`config.mk`:
```
export PLATFORM = sky130hd
export DESIGN_NAME = multi_queue_linked_fifo_unit
export DESIGN_NICKNAME = d
export VERILOG_FILES = /design/src/design/mqlf_pkg.sv /design/src/design/mqlf_ram.sv /design/src/design/multi_queue_linked_fifo_unit.sv
export SDC_FILE = /design/constraint.sdc
export NUM_CORES = 2
export LEC_CHECK = 0
export BUFFER_PORTS_ARGS = -buffer_cell sky130_fd_sc_hd__buf_2
export CAP_MARGIN = 10
export CORE_UTILIZATION = 50
export CTS_CLUSTER_SIZE = 16
export DETAILED_ROUTE_END_ITERATION = 7
export MAX_ROUTING_LAYER = met4
export PLACE_DENSITY = 0.65
export SYNTH_ARGS = -nofsm -noshare
export SYNTH_HDL_FRONTEND = slang
export SYNTH_SLANG_ARGS = --single-unit
```
`constraint.sdc`:
```
create_clock -name clk -period 6.2 [get_ports clk]
set_clock_uncertainty 0.1 [all_clocks]
set_input_delay 0.62 -clock clk [delete_from_list [all_inputs] [get_ports clk]]
set_output_delay 0.62 -clock clk [all_outputs]
set_load 0.1 [all_outputs]
```
`src/design/mqlf_pkg.sv`:
```
`timescale 1ns / 1ps
// ----------------------------------------------------------------------------
// mqlf_pkg
// Shared types for the multi-queue linked FIFO: opcodes, status codes, FSM.
// ----------------------------------------------------------------------------
package mqlf_pkg;

  typedef enum logic [1:0] {
    OP_PUSH_REAR  = 2'd0,
    OP_PUSH_FRONT = 2'd1,
    OP_POP        = 2'd2,
    OP_CLEAR      = 2'd3
  } op_t;

  typedef enum logic [1:0] {
    STAT_OK    = 2'd0,
    STAT_FULL  = 2'd1,
    STAT_EMPTY = 2'd2
  } stat_t;

  typedef enum logic {
    FSM_IDLE = 1'b0,
    FSM_EXEC = 1'b1
  } fsm_t;

endpackage

```
`src/design/mqlf_ram.sv`:
```
`timescale 1ns / 1ps
// ----------------------------------------------------------------------------
// mqlf_ram
// Simple dual-port RAM, one write port, one read port, registered read data.
// ----------------------------------------------------------------------------
module mqlf_ram #(
  parameter int WIDTH = 32,
  parameter int DEPTH = 64
) (
  input  logic                     clk,
  input  logic                     wr_en,
  input  logic [$clog2(DEPTH)-1:0] wr_addr,
  input  logic [WIDTH-1:0]         wr_data,
  input  logic                     rd_en,
  input  logic [$clog2(DEPTH)-1:0] rd_addr,
  output logic [WIDTH-1:0]         rd_data
);

  logic [WIDTH-1:0] mem [DEPTH];

  always_ff @(posedge clk) begin
    if (wr_en) begin
      mem[wr_addr] <= wr_data;
    end
    if (rd_en) begin
      rd_data <= mem[rd_addr];
    end
  end

endmodule

```
`src/design/multi_queue_linked_fifo_unit.sv`:
```
`timescale 1ns / 1ps
// ----------------------------------------------------------------------------
// multi_queue_linked_fifo_unit
// Several queues sharing one linked node store with a free list.
// Result word: the input word is registered on accept, and the result word is
//   registered when the execute state can hand it on. One word in flight at a
//   time; the node link RAM is read in the accept cycle and written back in the execute state.
// Reset: pointers, counts and handshake state clear synchronously; the initial
//   free chain comes from a fresh-node counter, so no RAM clearing pass.
// ----------------------------------------------------------------------------
module multi_queue_linked_fifo_unit #(
  parameter int NODE_DEPTH  = 64,
  parameter int WORD_WIDTH  = 32,
  parameter int QUEUE_COUNT = 4,
  localparam int PTR_W  = $clog2(NODE_DEPTH),
  localparam int CNT_W  = $clog2(NODE_DEPTH + 1),
  localparam int IN_W   = ((WORD_WIDTH + 7) / 8) * 8,
  localparam int OUT_W  = ((WORD_WIDTH + CNT_W + 7) / 8) * 8
) (
  input  logic             clk,
  input  logic             rst,
  input  logic             s_tvalid,
  output logic             s_tready,
  input  logic [IN_W-1:0]  s_tdata,   // push_word
  input  logic [3:0]       s_tuser,   // opcode, queue_id
  output logic             m_tvalid,
  input  logic             m_tready,
  output logic [OUT_W-1:0] m_tdata,   // pop_word, queue_occupancy
  output logic [2:0]       m_tuser    // pop_valid, status
);

  localparam int QI_W = (QUEUE_COUNT > 1) ? $clog2(QUEUE_COUNT) : 1;

  mqlf_pkg::fsm_t state, state_next;

  logic [PTR_W-1:0] free_head, free_head_next;
  logic [CNT_W-1:0] free_count, free_count_next;
  logic [CNT_W-1:0] fresh, fresh_next;
  logic [PTR_W-1:0] q_head [QUEUE_COUNT];
  logic [PTR_W-1:0] q_tail [QUEUE_COUNT];
  logic [CNT_W-1:0] q_size [QUEUE_COUNT];

  mqlf_pkg::op_t     op_r;
  logic [QI_W-1:0]   qi_r;
  logic              q_ok_r;
  logic [WORD_WIDTH-1:0] word_r;
  logic [PTR_W-1:0]  cur_head, cur_tail, rd_addr_r;
  logic [CNT_W-1:0]  cur_size;

  logic [PTR_W-1:0] head_next, tail_next;
  logic [CNT_W-1:0] size_next;

  logic              accept, exec_go;
  mqlf_pkg::op_t     in_op;
  logic [QI_W-1:0]   in_qi;
  logic [PTR_W-1:0]  rd_addr;

  logic              link_we, word_we;
  logic [PTR_W-1:0]  link_waddr;
  logic [PTR_W-1:0]  link_wdata, link_rd, link_eff;
  logic [WORD_WIDTH-1:0] word_rd;

  logic [WORD_WIDTH-1:0] pop_word;
  logic              pop_valid;
  mqlf_pkg::stat_t   status;
  logic [CNT_W-1:0]  occ;

  assign in_op  = mqlf_pkg::op_t'(s_tuser[1:0]);
  assign in_qi  = QI_W'(s_tuser[3:2]);
  assign accept = s_tvalid && s_tready;
  assign rd_addr = (in_op == mqlf_pkg::OP_PUSH_REAR || in_op == mqlf_pkg::OP_PUSH_FRONT)
                   ? free_head : q_head[in_qi];

  // next state
  always_comb begin
    state_next = state;
    case (state)
      mqlf_pkg::FSM_IDLE: if (accept) state_next = mqlf_pkg::FSM_EXEC;
      mqlf_pkg::FSM_EXEC: if (exec_go) state_next = mqlf_pkg::FSM_IDLE;
      default:            state_next = mqlf_pkg::FSM_IDLE;
    endcase
  end

  // handshake outputs
  always_comb begin
    s_tready = 1'b0;
    exec_go  = 1'b0;
    case (state)
      mqlf_pkg::FSM_IDLE: s_tready = 1'b1;
      mqlf_pkg::FSM_EXEC: exec_go  = !m_tvalid || m_tready;
      default: begin
        s_tready = 1'b0;
        exec_go  = 1'b0;
      end
    endcase
  end

  // untouched nodes (index at or above fresh) read as the initial chain i -> i+1
  always_comb begin
    if (CNT_W'(rd_addr_r) >= fresh) begin
      link_eff = (rd_addr_r == PTR_W'(NODE_DEPTH - 1)) ? '0 : rd_addr_r + 1'b1;
    end else begin
      link_eff = link_rd;
    end
  end

  always_comb begin
    free_head_next  = free_head;
    free_count_next = free_count;
    fresh_next      = fresh;
    head_next       = cur_head;
    tail_next       = cur_tail;
    size_next       = cur_size;
    link_we         = 1'b0;
    link_waddr      = cur_tail;
    link_wdata      = free_head;
    word_we         = 1'b0;
    pop_word        = '0;
    pop_valid       = 1'b0;
    status          = mqlf_pkg::STAT_OK;
    if (q_ok_r) begin
      case (op_r)
        mqlf_pkg::OP_PUSH_REAR, mqlf_pkg::OP_PUSH_FRONT: begin
          if (free_count == '0) begin
            status = mqlf_pkg::STAT_FULL;
          end else begin
            word_we         = 1'b1;
            free_head_next  = link_eff;
            free_count_next = free_count - 1'b1;
            if (CNT_W'(free_head) == fresh) fresh_next = fresh + 1'b1;
            size_next = cur_size + 1'b1;
            if (cur_size == '0) begin
              head_next = free_head;
              tail_next = free_head;
            end else if (op_r == mqlf_pkg::OP_PUSH_REAR) begin
              link_we    = 1'b1;
              link_waddr = cur_tail;
              link_wdata = free_head;
              tail_next  = free_head;
            end else begin
              link_we    = 1'b1;
              link_waddr = free_head;
              link_wdata = cur_head;
              head_next  = free_head;
            end
          end
        end
        mqlf_pkg::OP_POP: begin
          if (cur_size == '0) begin
            status    = mqlf_pkg::STAT_EMPTY;
            head_next = '0;
            tail_next = '0;
            size_next = '0;
          end else begin
            pop_word        = word_rd;
            pop_valid       = 1'b1;
            size_next       = cur_size - 1'b1;
            head_next       = link_eff;
            if (cur_size == CNT_W'(1)) begin
              head_next = '0;
              tail_next = '0;
            end
            link_we         = 1'b1;
            link_waddr      = cur_head;
            link_wdata      = free_head;
            free_head_next  = cur_head;
            free_count_next = free_count + 1'b1;
          end
        end
        default: begin
          if (cur_size != '0) begin
            link_we         = 1'b1;
            link_waddr      = cur_tail;
            link_wdata      = free_head;
            free_head_next  = cur_head;
            free_count_next = free_count + cur_size;
          end
          head_next = '0;
          tail_next = '0;
          size_next = '0;
        end
      endcase
    end
    occ = q_ok_r ? size_next : '0;
  end

  mqlf_ram #(.WIDTH(PTR_W), .DEPTH(NODE_DEPTH)) u_link_ram (
    .clk     (clk),
    .wr_en   (exec_go && link_we),
    .wr_addr (link_waddr),
    .wr_data (link_wdata),
    .rd_en   (accept),
    .rd_addr (rd_addr),
    .rd_data (link_rd)
  );

  mqlf_ram #(.WIDTH(WORD_WIDTH), .DEPTH(NODE_DEPTH)) u_word_ram (
    .clk     (clk),
    .wr_en   (exec_go && word_we),
    .wr_addr (free_head),
    .wr_data (word_r),
    .rd_en   (accept),
    .rd_addr (q_head[in_qi]),
    .rd_data (word_rd)
  );

  always_ff @(posedge clk) begin
    if (accept) begin
      op_r      <= in_op;
      qi_r      <= in_qi;
      word_r    <= s_tdata[WORD_WIDTH-1:0];
      cur_head  <= q_head[in_qi];
      cur_tail  <= q_tail[in_qi];
      cur_size  <= q_size[in_qi];
      rd_addr_r <= rd_addr;
    end
    if (exec_go) begin
      m_tdata <= OUT_W'({occ, pop_word});
      m_tuser <= {status, pop_valid};
    end
  end

  always_ff @(posedge clk) begin
    if (rst) begin
      state      <= mqlf_pkg::FSM_IDLE;
      m_tvalid   <= 1'b0;
      q_ok_r     <= 1'b0;
      free_head  <= '0;
      free_count <= CNT_W'(NODE_DEPTH);
      fresh      <= '0;
      for (int i = 0; i < QUEUE_COUNT; i++) begin
        q_head[i] <= '0;
        q_tail[i] <= '0;
        q_size[i] <= '0;
      end
    end else begin
      state <= state_next;
      if (accept) begin
        q_ok_r <= int'(s_tuser[3:2]) < QUEUE_COUNT;
      end
      if (exec_go) begin
        m_tvalid <= 1'b1;
      end else if (m_tready) begin
        m_tvalid <= 1'b0;
      end
      if (exec_go && q_ok_r) begin
        free_head    <= free_head_next;
        free_count   <= free_count_next;
        fresh        <= fresh_next;
        q_head[qi_r] <= head_next;
        q_tail[qi_r] <= tail_next;
        q_size[qi_r] <= size_next;
      end
    end
  end

endmodule

```
# ---- Word level (Yosys, flattened, before mapping)
# Memories as Yosys holds them, arrays and structs flattened. A register that Yosys moved wholly into a read port is not among the register bits.
# Cells that the tools add are included.
dict set report op_classes {
  n_addsub 7
  n_lt_le_gt_ge 1
  eq_ne 8
  muxes 76
  bitwise_logic 4
  reduce_logical 22
}
# op n
set ops {}
lappend ops {{2-to-1 mux 6 bit} 30}
lappend ops {{2-to-1 mux 7 bit} 7}
lappend ops {{one-hot mux 6 bit (2 select lines)} 4}
lappend ops {{one-hot mux 7 bit (2 select lines)} 2}
lappend ops {{2-to-1 mux 1 bit} 26}
lappend ops {{adder 7 x 1 -> 7 bit, second input constant} 3}
lappend ops {{logical NOT 7 bit} 2}
lappend ops {{subtractor 7 x 1 -> 7 bit, second input constant} 2}
lappend ops {{OR reduction 6 bit} 2}
lappend ops {{AND reduction 5 bit} 2}
lappend ops {{2-to-1 mux 2 bit} 4}
lappend ops {{adder 7 bit} 1}
lappend ops {{equality test 6 x 7 -> 1 bit} 1}
lappend ops {{equality test 7 x 1 -> 1 bit, second input constant} 1}
lappend ops {{greater-or-equal comparator 6 x 7 -> 1 bit} 1}
lappend ops {{nonzero test 7 bit} 1}
lappend ops {{OR reduction 7 bit} 1}
lappend ops {{adder 6 x 1 -> 6 bit, second input constant} 1}
lappend ops {{equality test 6 bit, second input constant} 1}
lappend ops {{equality test 2 x 1 -> 1 bit, second input constant} 2}
lappend ops {{logical AND 1 bit} 4}
lappend ops {{logical NOT 2 bit} 2}
lappend ops {{!= test 2 bit, second input constant} 2}
lappend ops {{NOT 1 bit} 4}
lappend ops {{10 further kinds} 12}
dict set report totals {
  reg_bits 113
  ram_bits 2508
  inputBits 40
  out_inout_bits 45
  elab_cells 138
  mem_count 5
}
# name depth width rd rd_clocked_by_memory_dff wr line
set mem_list {}
lappend mem_list {u_word_ram.mem 64 32 1 1 1 mqlf_ram.sv:19} ;# logic [WIDTH-1:0] mem [DEPTH];
lappend mem_list {u_link_ram.mem 64 6 1 1 1 mqlf_ram.sv:19}
lappend mem_list {q_size 4 7 1 1 4 multi_queue_linked_fifo_unit.sv:41} ;# logic [CNT_W-1:0] q_size [QUEUE_COUNT];
lappend mem_list {q_head 4 6 1 0 4 multi_queue_linked_fifo_unit.sv:39} ;# logic [PTR_W-1:0] q_head [QUEUE_COUNT];
lappend mem_list {q_tail 4 6 1 1 4 multi_queue_linked_fifo_unit.sv:40} ;# logic [PTR_W-1:0] q_tail [QUEUE_COUNT];

# ---- Depth between registers and ports, before layout
dict set report logic_depth {
  ltp_word 9
  mapped_depth 14
  depth_no_buf 11
}

# ---- Modules after synthesis
# From an unflattened synthesis, not the netlist that was laid out.
dict set report unflattened {
  hier_cells 4816
  hier_area_um2 103676.9
}
# module n_inst cells_per_inst area_per_inst_um2 seq_area_each_um2
set modules_own_cells {}
lappend modules_own_cells {{mqlf_ram at u_word_ram} 1 3324 78835.6 62459.9}
lappend modules_own_cells {{mqlf_ram at u_link_ram} 1 729 15265.9 11711.2}
lappend modules_own_cells {multi_queue_linked_fifo_unit 1 763 9575.4 5835.6}

# ---- Worst setup path before layout
# Ideal clock, no wire load.
dict set report synth_timing {
  kind {input to register}
  startpoint {in s_tvalid}
  endpoint {reg cur_head[0] (read register of q_head), enable pin}
  arrival_time_ns 4.961
  path_slack_ns 0.568
  stages 1
  path_buffers 0
  cell_sequence {nor2b_1}
}
dict set report synth_via {
  elab_chain_cells 1
}
# element line
set synth_lines {}
lappend synth_lines {{start, declared} multi_queue_linked_fifo_unit.sv:22} ;# input logic s_tvalid,
lappend synth_lines {{logical AND 1 bit} multi_queue_linked_fifo_unit.sv:70} ;# assign accept = s_tvalid && s_tready;
lappend synth_lines {{end, declared} multi_queue_linked_fifo_unit.sv:47} ;# logic [PTR_W-1:0] cur_head, cur_tail, rd_addr_r;
# Every way passes these cells.
# A chain may end at the register's enable or synchronous reset.

# ---- Final worst setup path
dict set report layout_timing {
  startpoint {reg q_ok_r}
  endpoint {mem u_word_ram.mem[33][9], enable pin}
}
dict set report layout_via {
  elab_chain_cells 4
}
# element line
set layout_lines {}
lappend layout_lines {{start, declared} multi_queue_linked_fifo_unit.sv:45} ;# logic q_ok_r;
lappend layout_lines {{start signal, assigned} multi_queue_linked_fifo_unit.sv:239} ;# q_ok_r <= int'(s_tuser[3:2]) < QUEUE_COUNT;
lappend layout_lines {{2-to-1 mux 1 bit} multi_queue_linked_fifo_unit.sv:121} ;# if (q_ok_r) begin
lappend layout_lines {{logical AND 1 bit} multi_queue_linked_fifo_unit.sv:199} ;# .wr_en (exec_go && word_we),
lappend layout_lines {{2-to-1 mux 1 bit} mqlf_ram.sv:22} ;# if (wr_en) begin
lappend layout_lines {{2-to-1 mux 1 bit (implied by the code)} mqlf_ram.sv:23} ;# mem[wr_addr] <= wr_data;
lappend layout_lines {{end, declared} mqlf_ram.sv:19}
# Every way passes these cells.

==> flow_metrics.env <==
export IMPL_power_density_mw_per_mm2=336.0
export IMPL_max_vdd_ir_drop_mv=0.3287
export IMPL_maxCapViolCount=0
export IMPL_drt_first_pass_iters=6
export IMPL_highest_attainable_clock_frequency_mhz=217.4
export IMPL_synth_main_ff_cell="edfxtp_1"
export IMPL_power_leakage_nw=37.03
export IMPL_clk_path_buf_depth=4
export IMPL_cts_tree="built"
export IMPL_io_buffer_count=83
export IMPL_routedWlPerCell_um=31.27
export IMPL_seq_power_share_pct=51.2
export IMPL_design_portCount=85
export IMPL_cts_resized=0
export IMPL_cts_made_buffers=286
export IMPL_detail_route_drc_violations=0
export IMPL_critPathArrivalTime_ns=5.08
export IMPL_synthDominantAreaCellType="edfxtp_1"
export IMPL_path_class="flop to flop"
export IMPL_ys_warn_count=0
export IMPL_dp_final_hpwl_um=151500
export IMPL_ys_seq_elements=2672
export IMPL_setup_violations=0
export IMPL_grt_pass1_wl_um=378400
export IMPL_netlist_top_cells_area="edfxtp_1 77%, mux4_2 12%, a22oi_1 2.0%"
export IMPL_post_synth_num_cell_types=76
export IMPL_final_common_cell="edfxtp_1"
export IMPL_crit_path_max_fanout=18
export IMPL_dieHeight_um=456.3
export IMPL_worst_setup_path_end_kind="flop"
export IMPL_drtIter0Drc=6815
export IMPL_reg2regPathDepth=5
export IMPL_power_frac_clock_pct=41.5
export IMPL_core_region_area_sq_mm=0.2048
export IMPL_die_w_um=456.3
export IMPL_internal_power_mw=30.60
export IMPL_timing_final_max_slew_violations=0
export IMPL_synth_largest_type_area_fraction_pct=77.09
export IMPL_utilization_pct=57.25
export IMPL_clkSlewWorstSetupHoldPaths_ns=0.06
export IMPL_cts_htree_levels=5
export IMPL_library_cell_used_as_clock_root_buffer="clkbuf_16"
export IMPL_mappedNetlistArea_sq_mm=0.1032
export IMPL_ys_seq_area_share_pct=77.54
export IMPL_setup_total_negative_slack_ns=0
export IMPL_drive_gt1_share_pct=22.72
export IMPL_hold_path_start="rst"
export IMPL_synth_area_per_cell_sq_um=19.67
export IMPL_whs_endpoint="q_ok_r"
export IMPL_synth_net_count=5303
export IMPL_relSlewSlack_pct=22.51
export IMPL_tritoncts_num_sinks=2672
export IMPL_grt_max_degree=96
export IMPL_rsz0062_at_grt="no"
export IMPL_ys_async_sr_fraction_pct=0
export IMPL_synth_enable_flop_cells=2649
export IMPL_final_nets=5604
export IMPL_post_cts_repair_setup_buffers=0
export IMPL_grt_antenna_before_repair=11
export IMPL_vias=53567
export IMPL_switching_power_mw=8.789
export IMPL_cell_depth_of_the_worst_min_delay_path=2
export IMPL_initial_utilization_pct=50.38
export IMPL_timing_final_crit_share_pct=74.18
export IMPL_worstHoldPathType="input port to flop"
export IMPL_cells_after_synthesis=5245
export IMPL_most_frequent_cells_in_the_layout="2649 x edfxtp_1, 526 x mux4_2, 355 x nand2_1, 296 x clkbuf_16, 276 x a22oi_1"
export IMPL_report_final_hold_viol_count=0
export IMPL_worst_pin_slew_ns=1.155
export IMPL_regToRegSetupSlack_ns=1.60
export IMPL_post_drt_via_cell_ratio=6.348
export IMPL_drt_wl_total_um=263900
export IMPL_switching_share_pct=22.32
export IMPL_run_status="complete, no violations"
export IMPL_grt_overflow_total=0
export IMPL_place_congestion=0.8487
export IMPL_post_route_min_period_ns=4.599
export IMPL_floorplan_die_area_sq_mm=0.2082
export IMPL_finalHoldWorstSlack_ns=0.1436
export IMPL_route_antenna_remaining_nets=0
export IMPL_share_comb_of_total_power_pct=7.3
export IMPL_std_cell_rows=166
export IMPL_critPathRequiredTime_ns=6.68
export IMPL_worstReg2RegEnd="u_word_ram.mem[33][9]"
export IMPL_cp_start_kind="flop"
export IMPL_rr_startpoint="q_ok_r"
export IMPL_first_global_vias=52981
export IMPL_grtUsageTotal_pct=26.02
export IMPL_area_growth_syn_to_layout_pct=13.62
export IMPL_clk_latency_ns=0.94
layer usage:
metal  up-vias  track usage (%)  share of wire [%]
met5         -                -                  0
met2      2609            40.13                 48
met1     28420            35.58                 40
met3       466            4.808                9.0
li1      22072                -                  -
met4         0            7.859                3.1
through the flow:
stage	setup slack (ns)	instances	total power, mW	area [sq um]
after global placement	1.148	7909	23.36	108000
after global routing	1.470	8438	40.41	117200
after detailed placement	1.128	7910	23.40	108000
final	1.601	8439	39.39	117200
after CTS	1.679	8436	39.57	117200
after floorplan	0.5680	5245	22.35	103200
cells in the mapped netlist (5+ instances only):
master	number
mux2i_1	66
and2_1	44
a21oi_1	262
a221oi_1	6
nand4_1	10
nand2_1	355
edfxtp_1	2649
clkbuf_1	132
nor4_1	6
a21boi_0	13
nand2b_1	16
a22oi_1	276
buf_6	8
o21ai_0	27
mux2_2	10
nor3_1	11
buf_1	44
a21o_1	13
nand3b_1	8
nand3_1	67
xnor2_1	12
and3_1	24
ha_1	17
xor2_1	17
a31oi_1	20
nor2_1	275
inv_1	24
a32oi_1	11
dfxtp_1	23
a311oi_1	6
buf_2	123
a211oi_1	50
o22ai_1	19
buf_4	5
mux4_2	528
state kept, by name, summed over array words and instances (netlist names), 24 cells and up:
name                flops
u_word_ram.rd_data     32
q_tail                 24
q_size                 28
word_r                 32
u_link_ram.mem        384
q_head                 24
m_tdata                39
u_word_ram.mem       2048
worst max-delay path, stage by stage, from the launching register on:
cell	delay (ns)
dfxtp_1	0.72
nand3_1	0.36
nor3_1	0.66
nand3_1	0.92
nor2_4	1.03
buf_4	0.45
power groups by stage:
stage	clock network (mW)	registers, mW	logic, mW
floorplan	0	20.7	1.62
global placement	0	20.5	2.83
detailed placement	0	20.5	2.87
CTS	16.5	20.2	2.89
global route	17.2	20.1	3.06
finish	16.3	20.2	2.89
what timing repair did:
item / 4_1_cts / 5_1_grt
endpoints found under the setup margin: 0 / 0
hold buffers: 36 / 0
hold endpoints to repair: 36 / 0
worst max-delay path by stage:
stage,slack (ns),depth (start not counted),from,end
after floorplan,0.57,1,s_tvalid,cur_head[0]
after global placement,1.15,10,s_tuser[2],u_word_ram.rd_data[23]
after detailed placement,1.13,10,s_tuser[2],u_word_ram.rd_data[23]
after CTS,1.68,5,q_ok_r,u_word_ram.mem[33][29]
after global routing,1.47,5,q_ok_r,u_word_ram.mem[33][29]
final,1.60,5,q_ok_r,u_word_ram.mem[33][9]
logic make-up (layout without fill, tap and decap cells):
logic type,Yosys count,after routing,synth area share [%]
flip-flops,2672,2672,77.54
buffers and inverters,338,841,1.455
XOR/XNOR,29,29,0.2462
adder cells (fa/ha/maj),18,18,0.2255
multiplexers,604,604,12.27
AND/OR/NAND/NOR,847,847,3.572
AO/OA/AOI/OAI,736,736,4.683
other,1,4,0.003634
layout make-up:
cell class	count	area, sq um
antenna	3	7.507
clock buffer	351	7634
clock inverter	139	1195
fill	14980	87560
inverter	26	102.6
multi-input combinational	2235	22280
sequential	2672	80010
tap	2688	3363
timing repair buffer	325	2648
Note: power is estimated with default switching activity, not from simulation.
